`src/hw/rtl/nps_pkg.sv`:
```
`default_nettype none

package nps_pkg;

  // Storage geometry.
  localparam int MAX_LEN      = 16;
  localparam int ELEMENT_BITS = 16;
  localparam int IDX_BITS     = $clog2(MAX_LEN);
  localparam int LEN_BITS     = IDX_BITS + 1;
  localparam int SWAP_BITS    = 4;

  // Input command codes.
  localparam logic CMD_LOAD = 1'b0;
  localparam logic CMD_STEP = 1'b1;

  // Controller states.
  typedef enum logic [2:0] {
    ST_IDLE,
    ST_SCAN_FIRST,
    ST_SCAN,
    ST_FIND,
    ST_COPY_RD,
    ST_COPY_WR,
    ST_NONEXT
  } state_t;

  // Commands from the controller to the datapath.
  typedef struct packed {
    logic load;
    logic start;
    logic scan_first;
    logic scan;
    logic find;
    logic copy_rd;
    logic copy_wr;
    logic emit_none;
  } dp_cmd_t;

  // Status from the datapath to the controller.
  typedef struct packed {
    logic n_short;
    logic scan_hit;
    logic idx_zero;
    logic find_hit;
    logic copy_emit;
    logic copy_end;
    logic out_free;
  } dp_status_t;

endpackage

`default_nettype wire

```
`src/hw/rtl/nps_ram.sv`:
```
`default_nettype none

module nps_ram #(
  parameter int WIDTH = 16,
  parameter int DEPTH = 16
) (
  input  wire logic                     clk,
  input  wire logic                     we,
  input  wire logic [$clog2(DEPTH)-1:0] waddr,
  input  wire logic [WIDTH-1:0]         wdata,
  input  wire logic                     re,
  input  wire logic [$clog2(DEPTH)-1:0] raddr,
  output logic      [WIDTH-1:0]         rdata
);

  logic [WIDTH-1:0] mem [DEPTH];

  // One write port and one registered read port.
  always_ff @(posedge clk) begin
    if (we) begin
      mem[waddr] <= wdata;
    end
    if (re) begin
      rdata <= mem[raddr];
    end
  end

endmodule

`default_nettype wire

```
`src/hw/rtl/nps_ctrl.sv`:
```
`default_nettype none

module nps_ctrl
  import nps_pkg::*;
(
  input  wire logic       clk,
  input  wire logic       rst,
  input  wire logic       in_valid,
  input  wire logic       command,
  output logic            in_stall,
  output dp_cmd_t         cmd,
  input  wire dp_status_t st
);

  state_t state, state_next;

  // State register.
  always_ff @(posedge clk) begin
    if (rst) begin
      state <= ST_IDLE;
    end else begin
      state <= state_next;
    end
  end

  // Next-state logic.
  always_comb begin
    state_next = state;
    case (state)
      ST_IDLE: begin
        if (in_valid && command == CMD_STEP) begin
          state_next = st.n_short ? ST_NONEXT : ST_SCAN_FIRST;
        end
      end
      ST_SCAN_FIRST: begin
        state_next = ST_SCAN;
      end
      ST_SCAN: begin
        if (st.scan_hit) begin
          state_next = ST_FIND;
        end else if (st.idx_zero) begin
          state_next = ST_NONEXT;
        end
      end
      ST_FIND: begin
        if (st.find_hit) begin
          state_next = ST_COPY_RD;
        end
      end
      ST_COPY_RD: begin
        state_next = ST_COPY_WR;
      end
      ST_COPY_WR: begin
        if (!st.copy_emit || st.out_free) begin
          state_next = st.copy_end ? ST_IDLE : ST_COPY_RD;
        end
      end
      ST_NONEXT: begin
        if (st.out_free) begin
          state_next = ST_IDLE;
        end
      end
      default: begin
        state_next = ST_IDLE;
      end
    endcase
  end

  // Output logic: datapath commands and input stall.
  always_comb begin
    cmd      = '0;
    in_stall = 1'b1;
    case (state)
      ST_IDLE: begin
        in_stall  = 1'b0;
        cmd.load  = in_valid && command == CMD_LOAD;
        cmd.start = in_valid && command == CMD_STEP && !st.n_short;
      end
      ST_SCAN_FIRST: begin
        cmd.scan_first = 1'b1;
      end
      ST_SCAN: begin
        cmd.scan = 1'b1;
      end
      ST_FIND: begin
        cmd.find = 1'b1;
      end
      ST_COPY_RD: begin
        cmd.copy_rd = 1'b1;
      end
      ST_COPY_WR: begin
        cmd.copy_wr = !st.copy_emit || st.out_free;
      end
      ST_NONEXT: begin
        cmd.emit_none = st.out_free;
      end
      default: begin
        cmd = '0;
      end
    endcase
  end

endmodule

`default_nettype wire

```
`src/hw/rtl/nps_datapath.sv`:
```
`default_nettype none

module nps_datapath
  import nps_pkg::*;
(
  input  wire logic                    clk,
  input  wire logic                    rst,
  input  wire dp_cmd_t                 cmd,
  output dp_status_t                   st,
  input  wire logic                    cfg_we,
  input  wire logic [LEN_BITS-1:0]     cfg_len,
  input  wire logic [IDX_BITS-1:0]     position,
  input  wire logic [ELEMENT_BITS-1:0] value,
  input  wire logic                    out_stall,
  output logic                         out_valid,
  output logic [IDX_BITS-1:0]          out_position,
  output logic [ELEMENT_BITS-1:0]      out_value,
  output logic                         last,
  output logic                         no_next,
  output logic [SWAP_BITS-1:0]         step_swaps,
  output logic                         parity_odd
);

  // Control state.
  logic [LEN_BITS-1:0] len_reg;
  logic                bank;
  logic [MAX_LEN-1:0]  valid;
  logic                parity;

  // Step working registers.
  logic [LEN_BITS-1:0]     n_q;
  logic [IDX_BITS-1:0]     idx;
  logic [IDX_BITS-1:0]     j_idx;
  logic [IDX_BITS-1:0]     k_idx;
  logic [IDX_BITS-1:0]     p_idx;
  logic [ELEMENT_BITS-1:0] prev;
  logic [ELEMENT_BITS-1:0] piv_val;
  logic [SWAP_BITS-1:0]    swaps_q;
  logic                    rd_valid_q;

  // Memory ports.
  logic                    re;
  logic [IDX_BITS-1:0]     raddr;
  logic                    we0, we1;
  logic [IDX_BITS-1:0]     waddr;
  logic [ELEMENT_BITS-1:0] wdata;
  logic [ELEMENT_BITS-1:0] rdata0, rdata1;

  // Derived values.
  logic [LEN_BITS-1:0]     n_cur;
  logic [ELEMENT_BITS-1:0] rd_val;
  logic [LEN_BITS:0]       src_full;
  logic [IDX_BITS-1:0]     src;
  logic                    p_gt_j;
  logic                    use_piv;
  logic [ELEMENT_BITS-1:0] copy_val;
  logic [LEN_BITS-1:0]     tail_len;
  logic [SWAP_BITS-1:0]    swaps_new;

  // Two banks: a step reads the current one and writes the permuted sequence
  // into the other, so no element is overwritten before it is read.
  nps_ram #(.WIDTH(ELEMENT_BITS), .DEPTH(MAX_LEN)) u_bank0 (
    .clk   (clk),
    .we    (we0),
    .waddr (waddr),
    .wdata (wdata),
    .re    (re),
    .raddr (raddr),
    .rdata (rdata0)
  );

  nps_ram #(.WIDTH(ELEMENT_BITS), .DEPTH(MAX_LEN)) u_bank1 (
    .clk   (clk),
    .we    (we1),
    .waddr (waddr),
    .wdata (wdata),
    .re    (re),
    .raddr (raddr),
    .rdata (rdata1)
  );

  // Active length: zero acts as one, large values saturate.
  always_comb begin
    if (len_reg == '0) begin
      n_cur = LEN_BITS'(1);
    end else if (len_reg > LEN_BITS'(MAX_LEN)) begin
      n_cur = LEN_BITS'(MAX_LEN);
    end else begin
      n_cur = len_reg;
    end
  end

  // Entries never written since reset read as zero.
  assign rd_val = rd_valid_q ? (bank ? rdata1 : rdata0) : '0;

  // Source of new element p: head kept, pivot gets the partner, tail reversed.
  assign p_gt_j   = p_idx > j_idx;
  assign src_full = {1'b0, n_q} + {2'b0, j_idx} - {2'b0, p_idx};
  always_comb begin
    if (!st.copy_emit || p_idx < j_idx) begin
      src = p_idx;
    end else if (p_idx == j_idx) begin
      src = k_idx;
    end else begin
      src = src_full[IDX_BITS-1:0];
    end
  end
  // The reversed slot that maps onto the partner receives the old pivot.
  assign use_piv  = st.copy_emit && p_gt_j && src_full[IDX_BITS-1:0] == k_idx;
  assign copy_val = use_piv ? piv_val : rd_val;

  // One pivot swap plus half the tail length for the reversal.
  assign tail_len  = n_q - LEN_BITS'(1) - {1'b0, j_idx};
  assign swaps_new = SWAP_BITS'(1) + SWAP_BITS'(tail_len[LEN_BITS-1:1]);

  // Status to the controller.
  always_comb begin
    st.n_short   = n_cur < LEN_BITS'(2);
    st.scan_hit  = rd_val < prev;
    st.idx_zero  = idx == '0;
    st.find_hit  = rd_val > piv_val;
    st.copy_emit = {1'b0, p_idx} < n_q;
    st.copy_end  = p_idx == IDX_BITS'(MAX_LEN - 1);
    st.out_free  = !out_valid || !out_stall;
  end

  // Read address selection.
  always_comb begin
    re    = 1'b0;
    raddr = idx - IDX_BITS'(1);
    if (cmd.start) begin
      re    = 1'b1;
      raddr = IDX_BITS'(n_cur - LEN_BITS'(1));
    end else if (cmd.scan_first) begin
      re = 1'b1;
    end else if (cmd.scan) begin
      re = 1'b1;
      if (st.scan_hit) begin
        raddr = IDX_BITS'(n_q - LEN_BITS'(1));
      end
    end else if (cmd.find) begin
      re = !st.find_hit;
    end else if (cmd.copy_rd) begin
      re    = 1'b1;
      raddr = src;
    end
  end

  // Write port: loads go to both banks, the copy to the idle bank.
  always_comb begin
    we0   = 1'b0;
    we1   = 1'b0;
    waddr = p_idx;
    wdata = copy_val;
    if (cmd.load) begin
      we0   = 1'b1;
      we1   = 1'b1;
      waddr = position;
      wdata = value;
    end else if (cmd.copy_wr) begin
      we0 = bank;
      we1 = !bank;
    end
  end

  // Control registers.
  always_ff @(posedge clk) begin
    if (rst) begin
      len_reg   <= LEN_BITS'(MAX_LEN);
      bank      <= 1'b0;
      valid     <= '0;
      parity    <= 1'b0;
      out_valid <= 1'b0;
    end else begin
      if (cfg_we) begin
        len_reg <= cfg_len;
      end
      if (cmd.load) begin
        valid[position] <= 1'b1;
        parity          <= 1'b0;
      end
      if (cmd.find && st.find_hit) begin
        parity <= parity ^ swaps_new[0];
      end
      if (cmd.copy_wr && st.copy_end) begin
        bank  <= !bank;
        valid <= '1;
      end
      if ((cmd.copy_wr && st.copy_emit) || cmd.emit_none) begin
        out_valid <= 1'b1;
      end else if (!out_stall) begin
        out_valid <= 1'b0;
      end
    end
  end

  // Working registers of a step.
  always_ff @(posedge clk) begin
    if (re) begin
      rd_valid_q <= valid[raddr];
    end
    if (cmd.start) begin
      n_q <= n_cur;
      idx <= IDX_BITS'(n_cur - LEN_BITS'(1));
    end
    if (cmd.scan_first) begin
      prev <= rd_val;
      idx  <= raddr;
    end
    if (cmd.scan) begin
      if (st.scan_hit) begin
        j_idx   <= idx;
        piv_val <= rd_val;
      end else begin
        prev <= rd_val;
      end
      idx <= raddr;
    end
    if (cmd.find) begin
      if (st.find_hit) begin
        k_idx   <= idx;
        swaps_q <= swaps_new;
        p_idx   <= '0;
      end else begin
        idx <= raddr;
      end
    end
    if (cmd.copy_wr) begin
      p_idx <= p_idx + IDX_BITS'(1);
    end
  end

  // Result register.
  always_ff @(posedge clk) begin
    if (cmd.copy_wr && st.copy_emit) begin
      out_position <= p_idx;
      out_value    <= copy_val;
      last         <= ({1'b0, p_idx} + LEN_BITS'(1)) == n_q;
      no_next      <= 1'b0;
      step_swaps   <= swaps_q;
      parity_odd   <= parity;
    end else if (cmd.emit_none) begin
      out_position <= '0;
      out_value    <= '0;
      last         <= 1'b1;
      no_next      <= 1'b1;
      step_swaps   <= '0;
      parity_odd   <= parity;
    end
  end

`ifndef SYNTH
  // The swap partner always lies to the right of the pivot.
  a_partner_right: assert property (@(posedge clk) disable iff (rst)
    cmd.find && st.find_hit |-> idx > j_idx)
    else $error("swap partner not right of pivot");

  // A result is never loaded over one that is still stalled.
  a_no_overwrite: assert property (@(posedge clk) disable iff (rst)
    (cmd.copy_wr && st.copy_emit) || cmd.emit_none |-> !out_valid || !out_stall)
    else $error("result register overwritten while stalled");

  // A no-next result stands alone and reports no swaps.
  a_nonext_form: assert property (@(posedge clk) disable iff (rst)
    out_valid && no_next |-> last && step_swaps == '0)
    else $error("malformed no-next result");

  // A real step does between one and eight swaps.
  a_swap_range: assert property (@(posedge clk) disable iff (rst)
    out_valid && !no_next |-> step_swaps != '0 && step_swaps <= SWAP_BITS'(8))
    else $error("swap count out of range");
`endif

endmodule

`default_nettype wire

```
`src/hw/rtl/next_permutation_step.sv`:
```
// Next lexicographic permutation engine for a sequence of up to 16 elements.
// Input channel (in_valid/in_stall, fields command, position, value): a load
// transfer writes one element and clears the running swap parity; it produces
// no result. A step transfer advances the sequence.
// Output channel (out_valid/out_stall): a step produces one transfer per
// active element, in position order, with last on the final one; a sequence
// with no ascent produces a single transfer flagged no_next.
// Configuration (cfg_valid/cfg_ready, sequence_length) sets the active length;
// cfg_ready is always high and writes are meant for idle periods.
// Order of a step: the first read, the ascent scan, the partner search, then a
// read and a write for each of all 16 slots of the copy into the other bank
// (one read port per bank). A no-next step ends after the scan, or without
// one when the active length is below two.
// New input is taken only when the controller is idle; one finished result
// waits in the output register while the next step scans.
// When the receiver stalls, the copy pauses on the pending result.
// Reset sets the length to 16, clears the parity and marks all elements as
// zero; no result is pending after reset.
`default_nettype none

module next_permutation_step
  import nps_pkg::*;
(
  input  wire logic                    clk,
  input  wire logic                    rst,
  input  wire logic                    in_valid,
  output logic                         in_stall,
  input  wire logic                    command,
  input  wire logic [IDX_BITS-1:0]     position,
  input  wire logic [ELEMENT_BITS-1:0] value,
  input  wire logic                    cfg_valid,
  output logic                         cfg_ready,
  input  wire logic [LEN_BITS-1:0]     sequence_length,
  output logic                         out_valid,
  input  wire logic                    out_stall,
  output logic [IDX_BITS-1:0]          out_position,
  output logic [ELEMENT_BITS-1:0]      out_value,
  output logic                         last,
  output logic                         no_next,
  output logic [SWAP_BITS-1:0]         step_swaps,
  output logic                         parity_odd
);

  dp_cmd_t    cmd;
  dp_status_t st;

  // The length register is always writable.
  assign cfg_ready = 1'b1;

  nps_ctrl u_ctrl (
    .clk      (clk),
    .rst      (rst),
    .in_valid (in_valid),
    .command  (command),
    .in_stall (in_stall),
    .cmd      (cmd),
    .st       (st)
  );

  nps_datapath u_datapath (
    .clk          (clk),
    .rst          (rst),
    .cmd          (cmd),
    .st           (st),
    .cfg_we       (cfg_valid && cfg_ready),
    .cfg_len      (sequence_length),
    .position     (position),
    .value        (value),
    .out_stall    (out_stall),
    .out_valid    (out_valid),
    .out_position (out_position),
    .out_value    (out_value),
    .last         (last),
    .no_next      (no_next),
    .step_swaps   (step_swaps),
    .parity_odd   (parity_odd)
  );

endmodule

`default_nettype wire

```
`config.mk`:
```
export PLATFORM = sky130hd
export DESIGN_NAME = next_permutation_step
export DESIGN_NICKNAME = d
export VERILOG_FILES = /design/src/hw/rtl/nps_pkg.sv /design/src/hw/rtl/nps_ram.sv /design/src/hw/rtl/nps_ctrl.sv /design/src/hw/rtl/nps_datapath.sv /design/src/hw/rtl/next_permutation_step.sv
export SDC_FILE = /design/constraint.sdc
export NUM_CORES = 1
export LEC_CHECK = 0
export ABC_CLOCK_PERIOD_IN_PS = 11000
export BUFFER_PORTS_ARGS = -buffer_cell sky130_fd_sc_hd__buf_2
export CORE_MARGIN = 4
export CORE_UTILIZATION = 67
export DETAILED_ROUTE_END_ITERATION = 10
export MAX_ROUTING_LAYER = met4
export PLACE_DENSITY = 0.84
export SETUP_SLACK_MARGIN = 0.2
export SYNTH_ARGS = -nofsm -noshare
export SYNTH_HDL_FRONTEND = slang
export SYNTH_SLANG_ARGS = --single-unit
```
`constraint.sdc`:
```
create_clock -name clk -period 11 [get_ports clk]
set_input_delay 2.2 -clock clk [delete_from_list [all_inputs] [get_ports clk]]
set_output_delay 2.2 -clock clk [all_outputs]
set_load 0.005 [all_outputs]
```
* After elaboration in Yosys (flattened, before gate mapping)
Memory sizes are Yosys's and may differ from the RTL's. A register that Yosys moved wholly into a read port is not among the register bits. Cells that the tools add are included.
Word-level totals: RAM bits 512, output and inout port bits 30, ROM bits 0, latch bits 0, bits in registers 112, input port bits 31, word-level logic and storage cells 167, memories kept 2
Memory list:
- u_datapath.u_bank0.mem | words 16, bits a word 16, read ports 1, clocked after memory_dff 1, wr ports 1, RTL line nps_ram.sv:16 | logic [WIDTH-1:0] mem [DEPTH];
- u_datapath.u_bank1.mem | words 16, bits a word 16, read ports 1, clocked after memory_dff 1, wr ports 1, RTL line nps_ram.sv:16
Operators by class: multipliers 0, reductions and logical operators 31, shift-type cells 0, div/mod/pow operators 0, add/sub/neg operators 9, bitwise operators 3, magnitude comparators 10, multiplexer cells 75, eq/ne operators 16
Operators with widths (count):
- 16-bit two-way mux | 11
- 4-bit two-way mux | 20
- 1-bit two-way mux | 30
- 3-bit two-way mux | 8
- 3-bit one-hot mux with 7 select lines | 1
- 16-bit greater-than comparator | 1
- 16-bit < comparator | 1
- 16-bit OR | 1
- 4-bit by 5-bit < comparator with 1-bit output, second input constant | 2
- 5-bit two-way mux | 2
- 2-bit by 1-bit != test with 1-bit output, second input constant | 5
- 2-bit nonzero test | 5
- 3-bit == test, second input constant | 3
- 1-bit logical AND | 9
- 4-bit == test | 2
- 4-bit by 1-bit subtractor with 4-bit output, second input constant | 2
- 3-bit by 2-bit == test with 1-bit output, second input constant | 2
- 1-bit logical NOT | 6
- 2-bit AND reduction | 3
- 4-bit by 1-bit adder with 5-bit output, second input constant | 1
- 5-bit == test | 1
- 5-bit greater-than comparator, second input constant | 1
- 5-bit logical NOT | 1
- 4-bit by 5-bit < comparator with 1-bit output | 1
- 22 further kinds | 25

* Logic depth before layout (Yosys ltp)
depth in word-level cells 13, mapped depth 17, mapped depth without buffers 15

* By module
A second synthesis with hierarchy kept.
Second synthesis, totals: cells, all modules 1549, area, all modules 27378.8 µm²
By module, submodules not included:
- nps_ram | instances 2, sequential area each 8167.8 µm², area each 10202.3 µm², cells an instance 432
- nps_datapath | instances 1, sequential area each 2822.7 µm², area each 6587.6 µm², cells an instance 633
- nps_ctrl | instances 1, sequential area each 60.1 µm², area each 375.4 µm², cells an instance 50
- next_permutation_step | instances 1, sequential area each 0.0 µm², area each 11.3 µm², cells an instance 2

* Worst setup path before layout
OpenSTA, ideal clock, no wires.
path kind reg-to-reg, start reg u_datapath.bank, end reg u_datapath.u_bank0.rdata[15], read port of u_datapath.u_bank0.mem, data pin, stages on the path, launching flop included 17, path slack 5.622 ns, buffers on the path 4, required time 10.728 ns, setup time 0.272 ns, arrival time 5.106 ns, period minus slack after synthesis 5.378 ns, cells stage by stage dfxtp_1 buf_1 buf_1 mux2i_1 nor2b_1 ha_1 and3_1 a221o_1 a211oi_1 a21boi_2 a22oi_1 a31oi_1 clkbuf_1 buf_2 mux2i_1 o22ai_1 or4_1
On the way: word-level cells in the longest chain between the ends 8, elaborated cells on any way between the ends 13, classes of those cells 2 x order compare; 10 x mux; 1 x reduce/logical
Ends and longest elaborated chain:
- start, declared | RTL line nps_datapath.sv:26 | logic bank;
- start signal, assigned | RTL line nps_datapath.sv:186 | bank <= !bank;
- 16-bit two-way mux (*) (2 in series) | RTL line nps_datapath.sv:94 | assign rd_val = rd_valid_q ? (bank ? rdata1 : rdata0) : '0;
- net u_datapath.rd_val[11] | RTL line nps_datapath.sv:51 | logic [ELEMENT_BITS-1:0] rd_val;
- 16-bit greater-than comparator | RTL line nps_datapath.sv:121 | st.find_hit = rd_val > piv_val;
- 1-bit logical NOT | RTL line nps_datapath.sv:142 | re = !st.find_hit;
- 1-bit two-way mux | RTL line nps_datapath.sv:141 | end else if (cmd.find) begin
- 1-bit two-way mux | RTL line nps_datapath.sv:136 | end else if (cmd.scan) begin
- 1-bit two-way mux | RTL line nps_datapath.sv:134 | end else if (cmd.scan_first) begin
- 1-bit two-way mux | RTL line nps_datapath.sv:131 | if (cmd.start) begin
- end, declared | RTL line nps_ram.sv:13 | output logic [WIDTH-1:0] rdata
Mark *: on every way through the listed nets, which the timed path passes. The rest lies on a longest branch. A chain may end at the register's enable or synchronous reset.

* Worst setup path in the final report
start reg u_datapath.bank, end reg u_datapath.u_bank1.rdata[11], read port of u_datapath.u_bank1.mem, data pin
On the way: word-level cells in the longest chain between the ends 8, elaborated cells on any way between the ends 13, classes of those cells 2 x order compare; 10 x mux; 1 x reduce/logical
Ends and longest elaborated chain (RTL line):
- 16-bit two-way mux (*) (2 in series) | nps_datapath.sv:94
- net u_datapath.rd_val[9] | nps_datapath.sv:51
- 16-bit greater-than comparator | nps_datapath.sv:121
- 1-bit logical NOT | nps_datapath.sv:142
- 1-bit two-way mux | nps_datapath.sv:141
- 1-bit two-way mux | nps_datapath.sv:136
- 1-bit two-way mux | nps_datapath.sv:134
- 1-bit two-way mux | nps_datapath.sv:131
- end, declared | nps_ram.sv:13
Marks and branches as above.

==> insert_results.sql <==
INSERT INTO impl_metrics (metric_group, metric, value, unit) VALUES
('power', 'cellLeakagePower', '0.0112', 'uW'),
('placement', 'numPortBuffers', '59', ''),
('placement', 'detailedPlacementHpwl', '39700', 'um'),
('yosys', 'synth-compound-area-share', '0.0751', ''),
('critical_path', 'worstReg2RegStart', 'u_datapath.bank', ''),
('route', 'drt.antenna.violating_nets', '0', ''),
('route', 'drc', '0', ''),
('critical_path', 'path_cells', 'mux2i_1 -> nor2b_1 -> ha_1 -> and3_1 -> a221o_1 -> a211oi_1 -> a21boi_2 -> buf_4 -> a22oi_1 -> a31oi_4 -> buf_12 -> buf_12 -> mux2i_1 -> o22ai_1 -> or4_1', ''),
('floorplan', 'fp.dieH', '210', 'um'),
('timing', 'finalWorstPathRequiredPeriod', '6.77', 'ns'),
('grt', 'grt_pass1_wl', '98900', 'um'),
('power', 'clock_power_share', '0.220', ''),
('yosys', 'synth_top_flop_cell', 'edfxtp_1', ''),
('floorplan', 'design.core.area', '40100', 'sq um'),
('route', 'detailedRoute.firstIterationViolations', '2238', ''),
('timing', 'timing.final.setup_violations', '0', ''),
('yosys', 'synth_most_common_cell', 'edfxtp_1', ''),
('route', 'routed-via-count', '16500', ''),
('yosys', 'synth_largest_type_area_fraction', '0.667', ''),
('power', 'power.share.combinational', '0.409', ''),
('route', 'final_wirelength', '66600', 'um'),
('yosys', 'mapped_area', '27400', 'sq um'),
('critical_path', 'rr_worst_depth', '15', ''),
('min_path', 'min-delay-start', 'u_datapath.parity', ''),
('floorplan', 'floorplan.initialDensity', '0.682', ''),
('min_path', 'hold_class', 'register to register', ''),
('yosys', 'part_of_the_yosys_area_used_for_sequential_elements', '0.702', ''),
('yosys', 'synth-async-reset-ratio', '0', ''),
('placement', 'gpl.final_weighted_congestion', '0.919', ''),
('finish', 'finish.cell_count_without_fillers', '2476', ''),
('critical_path', 'cp_slowest_stage_delay', '1.06', 'ns'),
('yosys', 'synthesis.nets', '1885', ''),
('critical_path', 'timing.critical_path.to_type', 'register', ''),
('clocking', 'clock_insertion_delay_worst_skew', '0.64', 'ns'),
('yosys', 'main_combinational_cell_family_by_area_after_synthesis', 'multiplexers', ''),
('grt', 'antenna_found_initial', '5', ''),
('yosys', 'synth-adder-area-share', '0.0272', ''),
('timing', 'timing.hold.ws', '0.459', 'ns'),
('critical_path', 'crit_end', 'u_datapath.u_bank1.rdata[11]', ''),
('finish', 'biggestRegsByFlops', 'u_datapath.u_bank0.mem x256, u_datapath.u_bank1.mem x256', ''),
('yosys', 'post_synth_xor_area_fraction', '0.00864', ''),
('outcome', 'status', 'complete, no violations', ''),
('timing', 'count_of_final_hold_check_violations', '0', ''),
('clocking', 'cts.htree.levels', '2', ''),
('yosys', 'post_synth.cell_area_avg', '15.2', 'sq um'),
('timing', 'final_max_slew_viol_count', '0', ''),
('run', 'max_cap_violations', '0', ''),
('placement', 'detailedPlace.worstSlack', '4.47', 'ns'),
('yosys', 'synth_mux_area_frac', '0.107', ''),
('yosys', 'postSynthCellCount', '1797', ''),
('finish', 'utilization', '0.762', ''),
('power', 'power.switching', '3590', 'uW'),
('critical_path', 'r2r-end', 'u_datapath.u_bank1.rdata[11]', ''),
('grt', 'largest_net_degree_at_the_start_of_global_routing', '144', ''),
('finish', 'finalNetCount', '1982', ''),
('power', 'power.sequential.fraction', '0.370', ''),
('clocking', 'maximum_count_of_clock_buffers_along_a_single_path', '3', ''),
('critical_path', 'worst-path-buf-inv', '3', ''),
('critical_path', 'cp.required', '11.37', 'ns'),
('critical_path', 'worst-path-stages', '15', ''),
('finish', 'share_of_cells_above_drive_strength_1', '0.135', ''),
('timing', 'timing_worst_slew_pin_value', '1.33', 'ns'),
('timing', 'rsz0062_at_grt', 'false', ''),
('yosys', 'synthSimpleGateAreaFrac', '0.0557', ''),
('clocking', 'cts_tree', 'built', ''),
('yosys', 'ys_seq_elements', '656', ''),
('route', 'wire_per_inst', '26.9', 'um'),
('yosys', 'synth_edf_count', '608', ''),
('critical_path', 'cp_slowest_cell', 'dfxtp_1', ''),
('yosys', 'synth.top_cells.by_area', 'edfxtp_1 (67%), mux2i_1 (11%), dfxtp_1 (3.5%)', ''),
('floorplan', 'num_rows', '73', '');
layer usage:
metal	track usage	routed length [um]	vias to the layer above	share of wire
met5	-	0	-	0
met4	0.0952	1810	0	0.027
met3	0.0653	7720	145	0.12
met2	0.474	31700	1065	0.48
met1	0.419	25400	8164	0.38
li1	-	-	7169	-
worst min path at each step:
stage          cells after the start                     to  slack (ns)
3_3_place_gp                       0  u_datapath.parity_odd        0.44
3_5_place_dp                       0  u_datapath.parity_odd        0.45
2_1_floorplan                      0  u_datapath.parity_odd        0.43
6_report                           0  u_datapath.parity_odd        0.46
5_1_grt                            0  u_datapath.parity_odd        0.47
4_1_cts                            0  u_datapath.parity_odd        0.46
worst register-to-register path, stage by stage, from the launching register on:
cell	delay [ns]
dfxtp_1	1.06
mux2i_1	0.19
nor2b_1	0.39
ha_1	0.31
and3_1	0.19
a221o_1	0.35
a211oi_1	0.26
a21boi_2	0.19
buf_4	0.32
a22oi_1	0.21
a31oi_4	0.26
buf_12	0.63
buf_12	0.87
mux2i_1	0.59
o22ai_1	0.14
or4_1	0.57
through the flow:
step                cell area (sq um)  total power (uW)
CTS                             30500              9650
floorplan                       27400              6290
finish                          30500              9700
global placement                28500              7340
detailed placement              28500              7500
global route                    30500             10100
cell type report:
class / instances / area (sq um) / share of cell area
clock inverter: 36 / 390 / 0.0128
timing repair buffer: 121 / 786 / 0.0257
inverter: 63 / 236 / 0.00774
antenna: 5 / 12.5 / 0.000410
multi-input combinational: 991 / 7580 / 0.248
clock buffer: 79 / 1660 / 0.0542
sequential: 656 / 19200 / 0.629
tap: 525 / 657 / 0.0215
layout by cell type, fill, tap and decap left out, drive strengths merged, types with 4 or more instances in the layout:
cell type    n
a41oi        4
a21o        10
or2          6
xnor2       15
bufinv       7
nor3        10
and2        13
o21a         8
ha          53
clkinv      26
xor2        12
or4         34
and3         6
nand2b       4
a21oi       85
mux2i      290
edfxtp     608
o21ai       27
nand2       50
inv         63
nand3b       4
nand3       10
nor2       116
diode        5
a2111oi      4
o31ai        4
nor2b       23
a31oi        9
buf        121
dfxtp       48
clkbuf      79
nand4        9
o22ai      133
fa           4
cells by family after synthesis:
kind of cell / Yosys count
buffers and inverters: 150
AO/OA/AOI/OAI: 315
multiplexers: 293
other: 1
AND/OR/NAND/NOR: 298
adder cells (fa/ha/maj): 57
flip-flops: 656
XOR/XNOR: 27
power groups by stage:
stage                     clock network [uW]  logic (uW)  registers, uW
after floorplan                            0        2750           3540
after global placement                     0        3720           3630
after detailed placement                   0        3870           3630
after CTS                               2150        3910           3580
after global routing                    2270        4210           3600
final                                   2140        3970           3590
No activity file was read; power rests on OpenSTA's default activity.
